<file path="src/hw/rtl/rrt_pkg.sv">
`default_nettype none

package rrt_pkg;

  // event codes
  localparam logic [2:0] OP_ADVERT    = 3'd0;
  localparam logic [2:0] OP_REQUEST   = 3'd1;
  localparam logic [2:0] OP_PACKET    = 3'd2;
  localparam logic [2:0] OP_FWD_TIMER = 3'd3;
  localparam logic [2:0] OP_REQ_TIMER = 3'd4;

  // result action codes
  localparam logic [1:0] ACT_NONE     = 2'd0;
  localparam logic [1:0] ACT_ADVERT   = 2'd1;
  localparam logic [1:0] ACT_REQUEST  = 2'd2;
  localparam logic [1:0] ACT_DECISION = 2'd3;

  // routing decision codes
  localparam logic [1:0] DEC_LOCAL     = 2'd0;
  localparam logic [1:0] DEC_BROADCAST = 2'd1;
  localparam logic [1:0] DEC_UNICAST   = 2'd2;
  localparam logic [1:0] DEC_DROP      = 2'd3;

  // configuration register indexes
  localparam logic [2:0] REG_LOCAL_ADDR  = 3'd0;
  localparam logic [2:0] REG_REQ_NEXTHOP = 3'd1;
  localparam logic [2:0] REG_MAX_HOPS    = 3'd2;
  localparam logic [2:0] REG_VALID_TICKS = 3'd3;

  // special addresses
  localparam logic [15:0] ADDR_BROADCAST  = 16'hFFFF;
  localparam logic [15:0] ADDR_ROOT_ALIAS = 16'hFFFE;

  // reset values
  localparam logic [7:0]  MAX_HOPS_RST    = 8'd16;
  localparam logic [30:0] VALID_TICKS_RST = 31'd100000;
  localparam logic [7:0]  HOPS_RST        = 8'd255;

  typedef struct packed {
    logic [15:0] local_addr;
    logic [15:0] required_nexthop;
    logic [7:0]  max_hops;
    logic [30:0] valid_ticks;
  } rrt_cfg_t;

  typedef struct packed {
    logic [2:0]  operation;
    logic [31:0] now;
    logic [15:0] src_addr;
    logic        adv_complete;
    logic [15:0] adv_root;
    logic [7:0]  adv_hops;
    logic [15:0] adv_seq;
    logic [31:0] adv_root_clock;
    logic [15:0] dst_addr;
    logic        from_self;
    logic [7:0]  hop_limit;
    logic [15:0] immed_dst;
  } rrt_item_t;

  typedef struct packed {
    logic [1:0]  action;
    logic [1:0]  decision;
    logic [15:0] next_hop;
    logic [15:0] dst_out;
    logic [7:0]  hop_limit_out;
    logic [15:0] send_root;
    logic [7:0]  send_hops;
    logic [15:0] send_seq;
    logic [31:0] send_root_clock;
    logic        arm_forward;
    logic        rearm_forward;
  } rrt_result_t;

endpackage

`default_nettype wire

</file>
<file path="src/hw/rtl/rrt_cfg_regs.sv">
`default_nettype none

module rrt_cfg_regs (
  input  wire logic            clk,
  input  wire logic            rst_n,
  input  wire logic            wr_en,
  input  wire logic [2:0]      wr_index,
  input  wire logic [31:0]     wr_data,
  output rrt_pkg::rrt_cfg_t    cfg
);
  import rrt_pkg::*;

  rrt_cfg_t cfg_r;
  rrt_cfg_t cfg_nxt;

  // register write decode, indexes beyond the list are ignored
  always_comb begin
    cfg_nxt = cfg_r;
    if (wr_en) begin
      unique case (wr_index)
        REG_LOCAL_ADDR:  cfg_nxt.local_addr       = wr_data[15:0];
        REG_REQ_NEXTHOP: cfg_nxt.required_nexthop = wr_data[15:0];
        REG_MAX_HOPS:    cfg_nxt.max_hops         = wr_data[7:0];
        REG_VALID_TICKS: cfg_nxt.valid_ticks      = wr_data[30:0];
        default:         cfg_nxt = cfg_r;
      endcase
    end
  end

  always_ff @(posedge clk) begin
    if (!rst_n) begin
      cfg_r.local_addr       <= '0;
      cfg_r.required_nexthop <= '0;
      cfg_r.max_hops         <= MAX_HOPS_RST;
      cfg_r.valid_ticks      <= VALID_TICKS_RST;
    end else begin
      cfg_r <= cfg_nxt;
    end
  end

  assign cfg = cfg_r;

endmodule

`default_nettype wire

</file>
<file path="src/hw/rtl/rrt_route_core.sv">
`default_nettype none

module rrt_route_core (
  input  wire logic               clk,
  input  wire logic               rst_n,
  input  wire logic               fire,
  input  rrt_pkg::rrt_cfg_t       cfg,
  input  rrt_pkg::rrt_item_t      item,
  output rrt_pkg::rrt_result_t    res
);
  import rrt_pkg::*;

  // route state
  logic        have_route_r, have_route_nxt;
  logic [31:0] adopt_time_r, adopt_time_nxt;
  logic [15:0] last_seq_r, last_seq_nxt;
  logic [7:0]  hops_r, hops_nxt;
  logic [15:0] nh_reg_r, nh_reg_nxt;
  logic [15:0] root_reg_r, root_reg_nxt;
  logic [31:0] offset_r, offset_nxt;
  logic        fwd_pend_r, fwd_pend_nxt;

  logic [31:0] expiry;
  logic [31:0] age_diff;
  logic        route_ok;
  logic [15:0] seq_diff;
  logic        seq_newer;
  logic        sender_bad;
  logic        adopt;
  logic        is_root_alias;
  logic [15:0] dst;
  logic [7:0]  hl;
  logic [7:0]  hl_dec;
  rrt_result_t r;

  // route freshness in wrapping time
  assign expiry   = adopt_time_r + {1'b0, cfg.valid_ticks};
  assign age_diff = item.now - expiry;
  assign route_ok = have_route_r && age_diff[31];

  assign seq_diff  = last_seq_r - item.adv_seq;
  assign seq_newer = seq_diff[15];

  assign sender_bad = (cfg.required_nexthop != 16'd0) &&
                      (item.src_addr != cfg.required_nexthop);

  // advertisement acceptance
  assign adopt = item.adv_complete && (item.adv_hops <= cfg.max_hops) &&
                 (!route_ok || seq_newer ||
                  ((item.adv_seq == last_seq_r) && (item.adv_hops < hops_r)));

  // root alias rewrite for local packets
  assign is_root_alias = item.from_self && (item.dst_addr == ADDR_ROOT_ALIAS);
  assign dst    = is_root_alias ? root_reg_r : item.dst_addr;
  assign hl     = is_root_alias ? cfg.max_hops : item.hop_limit;
  assign hl_dec = hl - 8'd1;

  always_comb begin
    have_route_nxt = have_route_r;
    adopt_time_nxt = adopt_time_r;
    last_seq_nxt   = last_seq_r;
    hops_nxt       = hops_r;
    nh_reg_nxt     = nh_reg_r;
    root_reg_nxt   = root_reg_r;
    offset_nxt     = offset_r;
    fwd_pend_nxt   = fwd_pend_r;
    r              = '0;

    unique case (item.operation)
      OP_REQUEST: begin
        if (!sender_bad && !fwd_pend_r) begin
          fwd_pend_nxt  = 1'b1;
          r.arm_forward = 1'b1;
        end
      end
      OP_ADVERT: begin
        if (!sender_bad && adopt) begin
          root_reg_nxt   = item.adv_root;
          nh_reg_nxt     = item.src_addr;
          last_seq_nxt   = item.adv_seq;
          hops_nxt       = item.adv_hops;
          adopt_time_nxt = item.now;
          have_route_nxt = 1'b1;
          offset_nxt     = item.adv_root_clock - item.now;
          if (!fwd_pend_r) begin
            fwd_pend_nxt  = 1'b1;
            r.arm_forward = 1'b1;
          end
        end
      end
      OP_PACKET: begin
        r.action        = ACT_DECISION;
        r.next_hop      = item.immed_dst;
        r.dst_out       = dst;
        r.hop_limit_out = hl;
        priority if (dst == cfg.local_addr) begin
          r.decision = DEC_LOCAL;
        end else if (dst == ADDR_BROADCAST) begin
          r.decision = item.from_self ? DEC_BROADCAST : DEC_LOCAL;
        end else begin
          // forwarded packets lose one hop of their limit
          if (!item.from_self && (hl != 8'd0)) begin
            r.hop_limit_out = hl_dec;
          end
          priority if (!item.from_self && (hl == 8'd1)) begin
            r.decision = DEC_DROP;
          end else if (dst == root_reg_r) begin
            priority if (!route_ok) begin
              r.decision = DEC_DROP;
            end else if (!item.from_self && (cfg.required_nexthop != 16'd0) &&
                         (item.immed_dst != cfg.local_addr)) begin
              r.decision = DEC_DROP;
            end else begin
              r.next_hop = nh_reg_r;
              r.decision = DEC_UNICAST;
            end
          end else begin
            r.decision = item.from_self ? DEC_UNICAST : DEC_DROP;
          end
        end
      end
      OP_FWD_TIMER: begin
        if (hops_r < cfg.max_hops) begin
          r.action          = ACT_ADVERT;
          r.send_root       = root_reg_r;
          r.send_hops       = hops_r + 8'd1;
          r.send_seq        = last_seq_r;
          r.send_root_clock = item.now + offset_r;
          fwd_pend_nxt      = 1'b0;
        end
      end
      OP_REQ_TIMER: begin
        if (!route_ok) begin
          r.action     = ACT_REQUEST;
          fwd_pend_nxt = 1'b0;
        end
      end
      default: begin
        r = '0;
      end
    endcase
  end

  // state update only when an item is processed
  always_ff @(posedge clk) begin
    if (!rst_n) begin
      have_route_r <= 1'b0;
      adopt_time_r <= '0;
      last_seq_r   <= '0;
      hops_r       <= HOPS_RST;
      nh_reg_r     <= '0;
      root_reg_r   <= '0;
      offset_r     <= '0;
      fwd_pend_r   <= 1'b0;
    end else if (fire) begin
      have_route_r <= have_route_nxt;
      adopt_time_r <= adopt_time_nxt;
      last_seq_r   <= last_seq_nxt;
      hops_r       <= hops_nxt;
      nh_reg_r     <= nh_reg_nxt;
      root_reg_r   <= root_reg_nxt;
      offset_r     <= offset_nxt;
      fwd_pend_r   <= fwd_pend_nxt;
    end
  end

  assign res = r;

endmodule

`default_nettype wire

</file>
<file path="src/hw/rtl/root_route_tracker.sv">
// root_route_tracker: tracks one route toward a root node
//
// input channel: in_valid/in_stall with one event per transfer (advert,
// route request, packet to route, forward timer, request timer) and the
// current tick time in in_now. a transfer happens when valid is high and
// stall is low.
// result channel: out_valid/out_stall, exactly one result per event, in
// order. fields not belonging to the reported action are zero.
// config channel: cfg_valid/cfg_ready, always ready; cfg_index picks the
// register (local address, required next hop, max hops, valid ticks).
// write only while no event is in flight.
// flow: a taken event waits in the input register, the route core works on it
// combinationally, and its result is captured in the result register when the
// input register advances, and is then shown on the out_ ports.
// throughput: one event per cycle without receiver stall; the route state update
// is a single compare-and-update pass between the input and result registers.
// receiver stall: the result register holds; the input register keeps one
// further event and in_stall rises only when both are full.
// reset: route forgotten, hop count 255, registers at their defaults,
// both pipeline registers empty.
`default_nettype none

module root_route_tracker (
  input  wire logic        clk,
  input  wire logic        rst_n,
  // event input
  input  wire logic        in_valid,
  output logic             in_stall,
  input  wire logic [2:0]  in_operation,
  input  wire logic [31:0] in_now,
  input  wire logic [15:0] in_src_addr,
  input  wire logic        in_adv_complete,
  input  wire logic [15:0] in_adv_root,
  input  wire logic [7:0]  in_adv_hops,
  input  wire logic [15:0] in_adv_seq,
  input  wire logic [31:0] in_adv_root_clock,
  input  wire logic [15:0] in_dst_addr,
  input  wire logic        in_from_self,
  input  wire logic [7:0]  in_hop_limit,
  input  wire logic [15:0] in_immed_dst,
  // result output
  output logic             out_valid,
  input  wire logic        out_stall,
  output logic [1:0]       out_action,
  output logic [1:0]       out_decision,
  output logic [15:0]      out_next_hop,
  output logic [15:0]      out_dst_out,
  output logic [7:0]       out_hop_limit_out,
  output logic [15:0]      out_send_root,
  output logic [7:0]       out_send_hops,
  output logic [15:0]      out_send_seq,
  output logic [31:0]      out_send_root_clock,
  output logic             out_arm_forward,
  output logic             out_rearm_forward,
  // configuration writes
  input  wire logic        cfg_valid,
  output logic             cfg_ready,
  input  wire logic [2:0]  cfg_index,
  input  wire logic [31:0] cfg_data
);
  import rrt_pkg::*;

  rrt_cfg_t    cfg;
  rrt_item_t   item_r;
  logic        item_vld_r, item_vld_nxt;
  logic        res_vld_r, res_vld_nxt;
  rrt_result_t res_r;
  rrt_result_t res;
  logic        advance;
  logic        in_xfer;

  assign cfg_ready = 1'b1;

  rrt_cfg_regs u_cfg (
    .clk      (clk),
    .rst_n    (rst_n),
    .wr_en    (cfg_valid),
    .wr_index (cfg_index),
    .wr_data  (cfg_data),
    .cfg      (cfg)
  );

  // pipeline handshake
  assign advance  = item_vld_r && (!res_vld_r || !out_stall);
  assign in_stall = item_vld_r && !advance;
  assign in_xfer  = in_valid && !in_stall;

  assign item_vld_nxt = in_xfer || (item_vld_r && !advance);
  assign res_vld_nxt  = advance || (res_vld_r && out_stall);

  always_ff @(posedge clk) begin
    if (!rst_n) begin
      item_vld_r <= 1'b0;
      res_vld_r  <= 1'b0;
    end else begin
      item_vld_r <= item_vld_nxt;
      res_vld_r  <= res_vld_nxt;
    end
  end

  // input register
  always_ff @(posedge clk) begin
    if (in_xfer) begin
      item_r.operation      <= in_operation;
      item_r.now            <= in_now;
      item_r.src_addr       <= in_src_addr;
      item_r.adv_complete   <= in_adv_complete;
      item_r.adv_root       <= in_adv_root;
      item_r.adv_hops       <= in_adv_hops;
      item_r.adv_seq        <= in_adv_seq;
      item_r.adv_root_clock <= in_adv_root_clock;
      item_r.dst_addr       <= in_dst_addr;
      item_r.from_self      <= in_from_self;
      item_r.hop_limit      <= in_hop_limit;
      item_r.immed_dst      <= in_immed_dst;
    end
  end

  rrt_route_core u_core (
    .clk   (clk),
    .rst_n (rst_n),
    .fire  (advance),
    .cfg   (cfg),
    .item  (item_r),
    .res   (res)
  );

  // result register
  always_ff @(posedge clk) begin
    if (advance) begin
      res_r <= res;
    end
  end

  assign out_valid           = res_vld_r;
  assign out_action          = res_r.action;
  assign out_decision        = res_r.decision;
  assign out_next_hop        = res_r.next_hop;
  assign out_dst_out         = res_r.dst_out;
  assign out_hop_limit_out   = res_r.hop_limit_out;
  assign out_send_root       = res_r.send_root;
  assign out_send_hops       = res_r.send_hops;
  assign out_send_seq        = res_r.send_seq;
  assign out_send_root_clock = res_r.send_root_clock;
  assign out_arm_forward     = res_r.arm_forward;
  assign out_rearm_forward   = res_r.rearm_forward;

endmodule

`default_nettype wire

</file>
<file path="config.mk">
export PLATFORM = sky130hd
export DESIGN_NAME = root_route_tracker
export DESIGN_NICKNAME = d
export VERILOG_FILES = /design/src/hw/rtl/rrt_pkg.sv /design/src/hw/rtl/rrt_cfg_regs.sv /design/src/hw/rtl/rrt_route_core.sv /design/src/hw/rtl/root_route_tracker.sv
export SDC_FILE = /design/constraint.sdc
export NUM_CORES = 1
export LEC_CHECK = 0
export ABC_AREA = 1
export BUFFER_PORTS_ARGS = -buffer_cell sky130_fd_sc_hd__buf_2
export CAP_MARGIN = 20
export CORE_AREA = 10 10 279 281
export DETAILED_ROUTE_END_ITERATION = 10
export DIE_AREA = 0 0 289 291
export PLACE_DENSITY = 0.58
export SLEW_MARGIN = 30
export SYNTH_ARGS = -nofsm -noshare
export SYNTH_HDL_FRONTEND = slang
export SYNTH_SLANG_ARGS = --single-unit
</file>
<file path="constraint.sdc">
create_clock -name clk -period 4.1 [get_ports clk]
set_clock_uncertainty 0.05 [all_clocks]
set_input_delay 0 -clock clk [delete_from_list [all_inputs] [get_ports clk]]
set_output_delay 0 -clock clk [all_outputs]
set_load 0.02 [all_outputs]
</file>
==> metrics.csv, run 1 <==
stage;metric;value;unit
cts;post-CTS setup buffers;0;
finish;synthesis-to-finish area growth;28.8;%
placed_design;number of I/O port buffers;322;
route;detailed-route via count;20346;
sta;Final period util;0.889;
pwr;Logic pwr share;0.115;
worst_setup_path;WP buf/inv;4;
pwr;Max IR drop VDD;0.306;mV
synthesis;Area contributors post-synth;edfxtp_1 (35%), dfxtp_1 (16%), nand2_1 (8.9%);
synthesis;sequential share of the synthesized area;0.509;
route;# DRC;0;
worst_setup_path;Critical Path RT;4.54;ns
finish;Post-layout nets;3715;
synthesis;post-synthesis register bit count;477;
synthesis;synth cell count leaders;nand2_1 (579), inv_1 (389), nor2_1 (340);
worst_setup_path;CP most frequent cell;nand2_1;
synthesis;Post-synth ARST share;0;
route;Detail Route Antenna Nets;0;
worst_setup_path;CP Cell Sequence;inv_1 -> fa_1 -> inv_1 -> ha_1 -> nand2_1 -> nor2_1 -> nor3b_2 -> and3_1 -> nand2_1 -> nand3_1 -> nand2_1 -> nor2_1 -> nand2_1 -> nand3_4 -> clkinv_2 -> buf_12 -> o21ai_0 -> nor2_1;
cts;hold buffers post-CTS;234;
cts;Worst-path clk slew;0.06;ns
synthesis;Post-Syn Instances;2789;
sta;RSZ-0062 raised after global routing;false;
placed_design;hpwl dp;56900;um
worst_setup_path;max incr delay on CP;0.51;ns
floorplan;Core Footprint;72300;um^2
worst_setup_path;CP Launch Type;register;
synthesis;Unique masters post-synth;52;
sta;Max Clk Rate;274;MHz
worst_setup_path;Crit-path slowest cell;fa_1;
synthesis;most frequent cell after synthesis;nand2_1;
worst_setup_path;Setup crit end;u_core.nh_reg_r[10];
finish;share of cells above drive strength 1;0.141;
sta;fin. max-slew vios;0;
grt;initial antenna violation count;3;
worst_setup_path;worst reg-to-reg setup slack;0.46;ns
pwr;Sw Share;0.259;
worst_setup_path;Crit. path cell count;18;
worst_setup_path;CP Capture Type;register;
outcome;status;finished clean;
synthesis;main flop type after synthesis;edfxtp_1;
sta;Final Hold Vio Count;0;
cts;H-Tree Depth;2;
route;DRT iter0 DRCs;1253;
floorplan;Initial Util;0.336;
floorplan;die area;84100;um^2
sta;fin crit period;3.64;ns
synthesis;Synth Net Count;3159;
sta;final setup vio count;0;
pwr;Reg power frac;0.450;
worst_setup_path;Worst EP arrival;4.09;ns
synthesis;Cell Area, Synth;24300;um^2
pwr;power density cells;383;nW/um^2
cts;CTS tree;built;
grt;first-pass GRT wire length;120000;um
floorplan;die span in x;289;um
route;WL/cell;18.0;um
cts;CTS max path bufs;3;
worst_setup_path;critical path class;reg -> reg;
synthesis;Ys Warns;0;
placed_design;RePlAce Congestion;0.915;
pwr;Tot Pwr;12.0;mW
synthesis;syn avg cell area;8.72;um^2
finish;fill count;7121;
sta;hold_ws;0.0371;ns
pwr;Lkg Pwr;14.0;nW
route;vias per std cell;4.67;
pwr;Clk pwr share;0.435;
cts;clk sinks;477;
worst_setup_path;family with the most delay on the worst path;simple AND/OR/NAND/NOR gates;
grt;largest net degree at the start of global routing;107;
cts;clk root buf;clkbuf_16;
worst_setup_path;Crit Reg-Reg Endpoint;u_core.nh_reg_r[10];
route;WL final;78400;um
sta;setup TNS;0;ns
cts;post_cts resized;0;
finish;Finished Cell Area;31300;um^2
synthesis;top cell type's share of synthesized area;0.348;
run;max_cap viols;0;
sta;Worst Max-Slew Pin Slew;0.856;ns
worst_setup_path;R2R cell count;18;
route;drt pass-1 iters;5;
synthesis;number of synthesized flops with an enable pin;282;
floorplan;num rows;99;
worst_setup_path;Reg2Reg Launch Point;item_r[159];
synthesis;top cell type by total area after synthesis;edfxtp_1;
pwr;switching component of the power;3.10;mW
pwr;Internal;8.89;mW
floorplan;die height;291;um
min_path;Hold Path Class;in -> reg;
sta;Worst slew margin;0.430;
worst_setup_path;Worst Path Max Fanout;55;
cts;Worst-Skew Late Latency;0.63;ns
cts;CTS buffer count;55;
worst_setup_path;CP Launch Point;item_r[159];
grt;total track usage;0.182;
grt;vias in the first global route;20391;
grt;global route overflow;0;
floorplan;Ports;326;
placed_design;placed inst area;27000;um^2
==> metal layers <==
layer | part of all wire | vias to the layer above | global-route usage
met2 | 0.46 | 527 | 0.300
li1 | - | 10272 | -
met5 | 0.00038 | - | 0
met1 | 0.44 | 9421 | 0.237
met3 | 0.066 | 122 | 0.0371
met4 | 0.028 | 4 | 0.0509
==> registers in the layout (all words and copies together), names as in the netlist, 16 cells and up <==
register,count
out_send_root,16
item_r,165
out_send_root_clock,32
out_next_hop,16
u_core.root_reg_r,16
out_send_seq,16
u_core.offset_r,32
u_cfg.cfg,71
u_core.nh_reg_r,16
u_core.last_seq_r,16
out_dst_out,16
u_core.adopt_time_r,32
==> per-stage QoR <==
stage / worst slack [ns] / instances / util
global route: 0.111 / 4351 / 0.433
finish: 0.457 / 4353 / 0.433
detailed placement: 0.443 / 4013 / 0.374
global placement: 0.507 / 4013 / 0.374
floorplan: 0.287 / 2789 / -
CTS: 0.418 / 4351 / 0.433
==> cell type report <==
cell class / instances / area, um^2 / share of cell area
flip-flops and latches: 477 / 12400 / 0.395
multi-input cells: 1838 / 10100 / 0.323
repair buffers: 579 / 4210 / 0.134
inverters: 394 / 1490 / 0.0475
clock buffers: 64 / 1440 / 0.0460
well taps: 959 / 1200 / 0.0383
clock inverters: 40 / 497 / 0.0159
diodes: 2 / 5.00 / 0.000160
==> worst min-delay path by stage <==
| stage | cells after the start | slack (ns) | to | start |
|---|---|---|---|---|
| 6_report | 2 | 0.04 | item_r[104] | in_adv_root[7] |
| 4_1_cts | 2 | 0.0003 | item_r[110] | in_adv_root[13] |
| 3_5_place_dp | 1 | 0.13 | item_r[59] | in_adv_root_clock[18] |
| 2_1_floorplan | 0 | 0.05 | item_r[0] | in_immed_dst[0] |
| 5_1_grt | 2 | 0.003 | item_r[5] | in_immed_dst[5] |
| 3_3_place_gp | 1 | 0.13 | item_r[18] | in_hop_limit[2] |
==> power by group through the flow <==
stage | Sequential [mW] | Combinational, mW | Clock, mW
6_report | 5.39 | 1.38 | 5.21
5_1_grt | 5.41 | 1.55 | 5.54
4_1_cts | 5.39 | 1.39 | 5.34
3_5_place_dp | 5.49 | 1.21 | 0
3_3_place_gp | 5.49 | 1.20 | 0
2_1_floorplan | 5.52 | 0.698 | 0
==> layout by cell type, fill, tap and decap left out, drive strengths merged, types with 64 or more instances in the layout <==
| cell type | count |
|---|---|
| inv | 397 |
| dfxtp | 195 |
| edfxtp | 282 |
| clkbuf | 64 |
| dlygate4sd3 | 234 |
| o21ai | 168 |
| ha | 134 |
| nand3 | 102 |
| nand2 | 587 |
| buf | 345 |
| a21oi | 260 |
| nor2 | 345 |
==> logic make-up after synthesis <==
group | Yosys count | share of synthesized area
buf+inv | 474 | 0.0765
compound gates | 483 | 0.106
flops | 477 | 0.509
xor+xnor | 69 | 0.0249
other cells | 2 | 0.000309
fa+ha+maj | 165 | 0.0945
simple gates | 1119 | 0.189
(Power assumes the default switching activity.)
==> inputs of run 2 (changes only) <==
--- a/config.mk
+++ b/config.mk
@@ -8,10 +8,10 @@
 export ABC_AREA = 1
 export BUFFER_PORTS_ARGS = -buffer_cell sky130_fd_sc_hd__buf_2
 export CAP_MARGIN = 20
-export CORE_AREA = 10 10 279 281
+export CORE_AREA = 10 10 239 241
 export DETAILED_ROUTE_END_ITERATION = 10
-export DIE_AREA = 0 0 289 291
-export PLACE_DENSITY = 0.58
+export DIE_AREA = 0 0 249 251
+export PLACE_DENSITY = 0.72
 export SLEW_MARGIN = 30
 export SYNTH_ARGS = -nofsm -noshare
 export SYNTH_HDL_FRONTEND = slang
==> constraint.sdc (replaced) <==
create_clock -name clk -period 4.55 [get_ports clk]
set_clock_uncertainty 0.05 [all_clocks]
set_input_delay 0 -clock clk [delete_from_list [all_inputs] [get_ports clk]]
set_output_delay 0 -clock clk [all_outputs]
set_load 0.02 [all_outputs]
==> metrics.csv, run 2 (same netlist as run 1, synthesis figures left out) <==
stage;metric;value;unit
route;drt pass-1 iters;6;
cts;post_cts resized;0;
floorplan;num rows;84;
placed_design;pre-CTS WS;0.743;ns
sta;Max Clk Rate;256;MHz
worst_setup_path;CP Launch Type;register;
sta;setup TNS;0;ns
finish;share of cells above drive strength 1;0.135;
cts;CTS tree;built;
grt;largest net degree at the start of global routing;153;
pwr;Tot Pwr;10.2;mW
sta;final setup vio count;0;
route;WL/cell;18.3;um
run;max_cap viols;0;
cts;Worst-Skew Late Latency;0.59;ns
floorplan;die height;251;um
grt;vias in the first global route;20540;
pwr;power density cells;335;nW/um^2
sta;Worst slew margin;0.341;
sta;hold_ws;0.0652;ns
cts;Worst-path clk slew;0.06;ns
finish;Seq. cell area;12400;um^2
finish;fin util;0.584;
cts;clk root buf;clkbuf_16;
floorplan;die area;62500;um^2
worst_setup_path;critical path class;reg -> reg;
finish;fill count;4423;
pwr;Lkg Pwr;13.8;nW
finish;Multi-input gate area;10100;um^2
placed_design;hpwl dp;52000;um
worst_setup_path;CP Cell Sequence;inv_1 -> fa_1 -> inv_1 -> ha_1 -> nand2_1 -> nor2_1 -> nor3b_2 -> and3_1 -> nand2_1 -> nand3_1 -> nand2_1 -> nor2_1 -> nand2_1 -> nand3_4 -> clkinv_2 -> buf_4 -> o21ai_0 -> nor2_1;
worst_setup_path;Worst EP arrival;4.32;ns
placed_design;number of I/O port buffers;322;
grt;total track usage;0.229;
route;vias per std cell;5.13;
placed_design;RePlAce Congestion;0.968;
worst_setup_path;Worst Path Max Fanout;32;
sta;Final Hold Vio Count;0;
cts;H-Tree Depth;2;
finish;commonest non-fill, non-tap cell in the layout;nand2_1;
floorplan;Initial Util;0.465;
route;DRT iter0 DRCs;1619;
finish;number of flip-flops in the largest register;165;
sta;fin crit period;3.91;ns
grt;first-pass GRT wire length;115000;um
worst_setup_path;max incr delay on CP;0.51;ns
worst_setup_path;CP most frequent cell;nand2_1;
worst_setup_path;Crit-path slowest cell;fa_1;
sta;fin. max-slew vios;0;
floorplan;Core Footprint;52200;um^2
route;Detail Route Antenna Nets;0;
floorplan;Ports;326;
route;WL final;74300;um
sta;RSZ-0062 raised after global routing;false;
finish;Post-layout nets;3690;
pwr;Max IR drop VDD;0.275;mV
cts;CTS buffer count;52;
cts;CTS max path bufs;3;
route;# DRC;0;
sta;worst setup margin;0.640;ns
cts;clk sinks;477;
finish;Biggest register;item_r;
route;detailed-route via count;20817;
grt;global route overflow;0;
floorplan;die span in x;249;um
grt;initial antenna violation count;6;
finish;synthesis-to-finish area growth;25.4;%
sta;Worst Max-Slew Pin Slew;0.988;ns
worst_setup_path;Critical Path RT;4.96;ns
finish;commonest non-fill, non-tap cells in the layout;nand2_1 (579), inv_1 (387), nor2_1 (340);
worst_setup_path;CP Capture Type;register;
min_path;Hold Path Class;in -> reg;
sta;Final period util;0.859;
outcome;status;finished clean;
[run 2: area by class of cell]
| cell class | count | share of cell area |
|---|---|---|
| Antenna cell | 5 | 0.000410 |
| Clock buffer | 75 | 0.0486 |
| Clock inverter | 23 | 0.00607 |
| Inverter | 394 | 0.0488 |
| Multi-Input combinational cell | 1838 | 0.331 |
| Sequential cell | 477 | 0.406 |
| Tap cell | 688 | 0.0282 |
| Timing Repair Buffer | 557 | 0.131 |
[run 2: layer usage]
layer	GRT usage	wire length, um
met1	0.290	31400
met2	0.394	35900
met3	0.0395	4980
met4	0.0732	2050
met5	0	0
[run 2: critical path: cells and delay by family, from the launching register on]
family                   cells  cell delay (ns)
AO/OA/AOI/OAI                1             0.30
adder cells (fa/ha/maj)      2             0.78
buffers and inverters        4             0.56
flip-flops                   1             0.37
AND/OR/NAND/NOR             11             1.68
[run 2: per-stage QoR]
stage	cell area, um^2	instances
floorplan	24300	2789
global placement	26600	3738
detailed placement	26600	3738
global route	30500	4057
finish	30500	4057
CTS	30500	4052
[run 2: repair_timing]
item | 4_1_cts | 5_1_grt
setup buffers | 0 | 0
hold buffers | 216 | 0
endpoints found under the hold margin | 266 | 0
[run 2: path summary, 6_finish.rpt]
path	slack (ns)	endpoint	cells after the start	start
hold reg to reg	0.41	u_core.have_route_r	1	u_core.have_route_r
hold / removal	0.07	item_r[44]	2	in_adv_root_clock[3]
setup reg to reg	0.64	u_core.nh_reg_r[6]	18	item_r[159]
setup / recovery	0.64	u_core.nh_reg_r[6]	18	item_r[159]
[run 2: report_power, final]
part	switching, mW	total [mW]	internal (mW)
Sequential	0.111	4.86	4.75
Combinational	0.732	1.22	0.492
Clock	1.74	4.13	2.38
Total	2.59	10.2	7.62
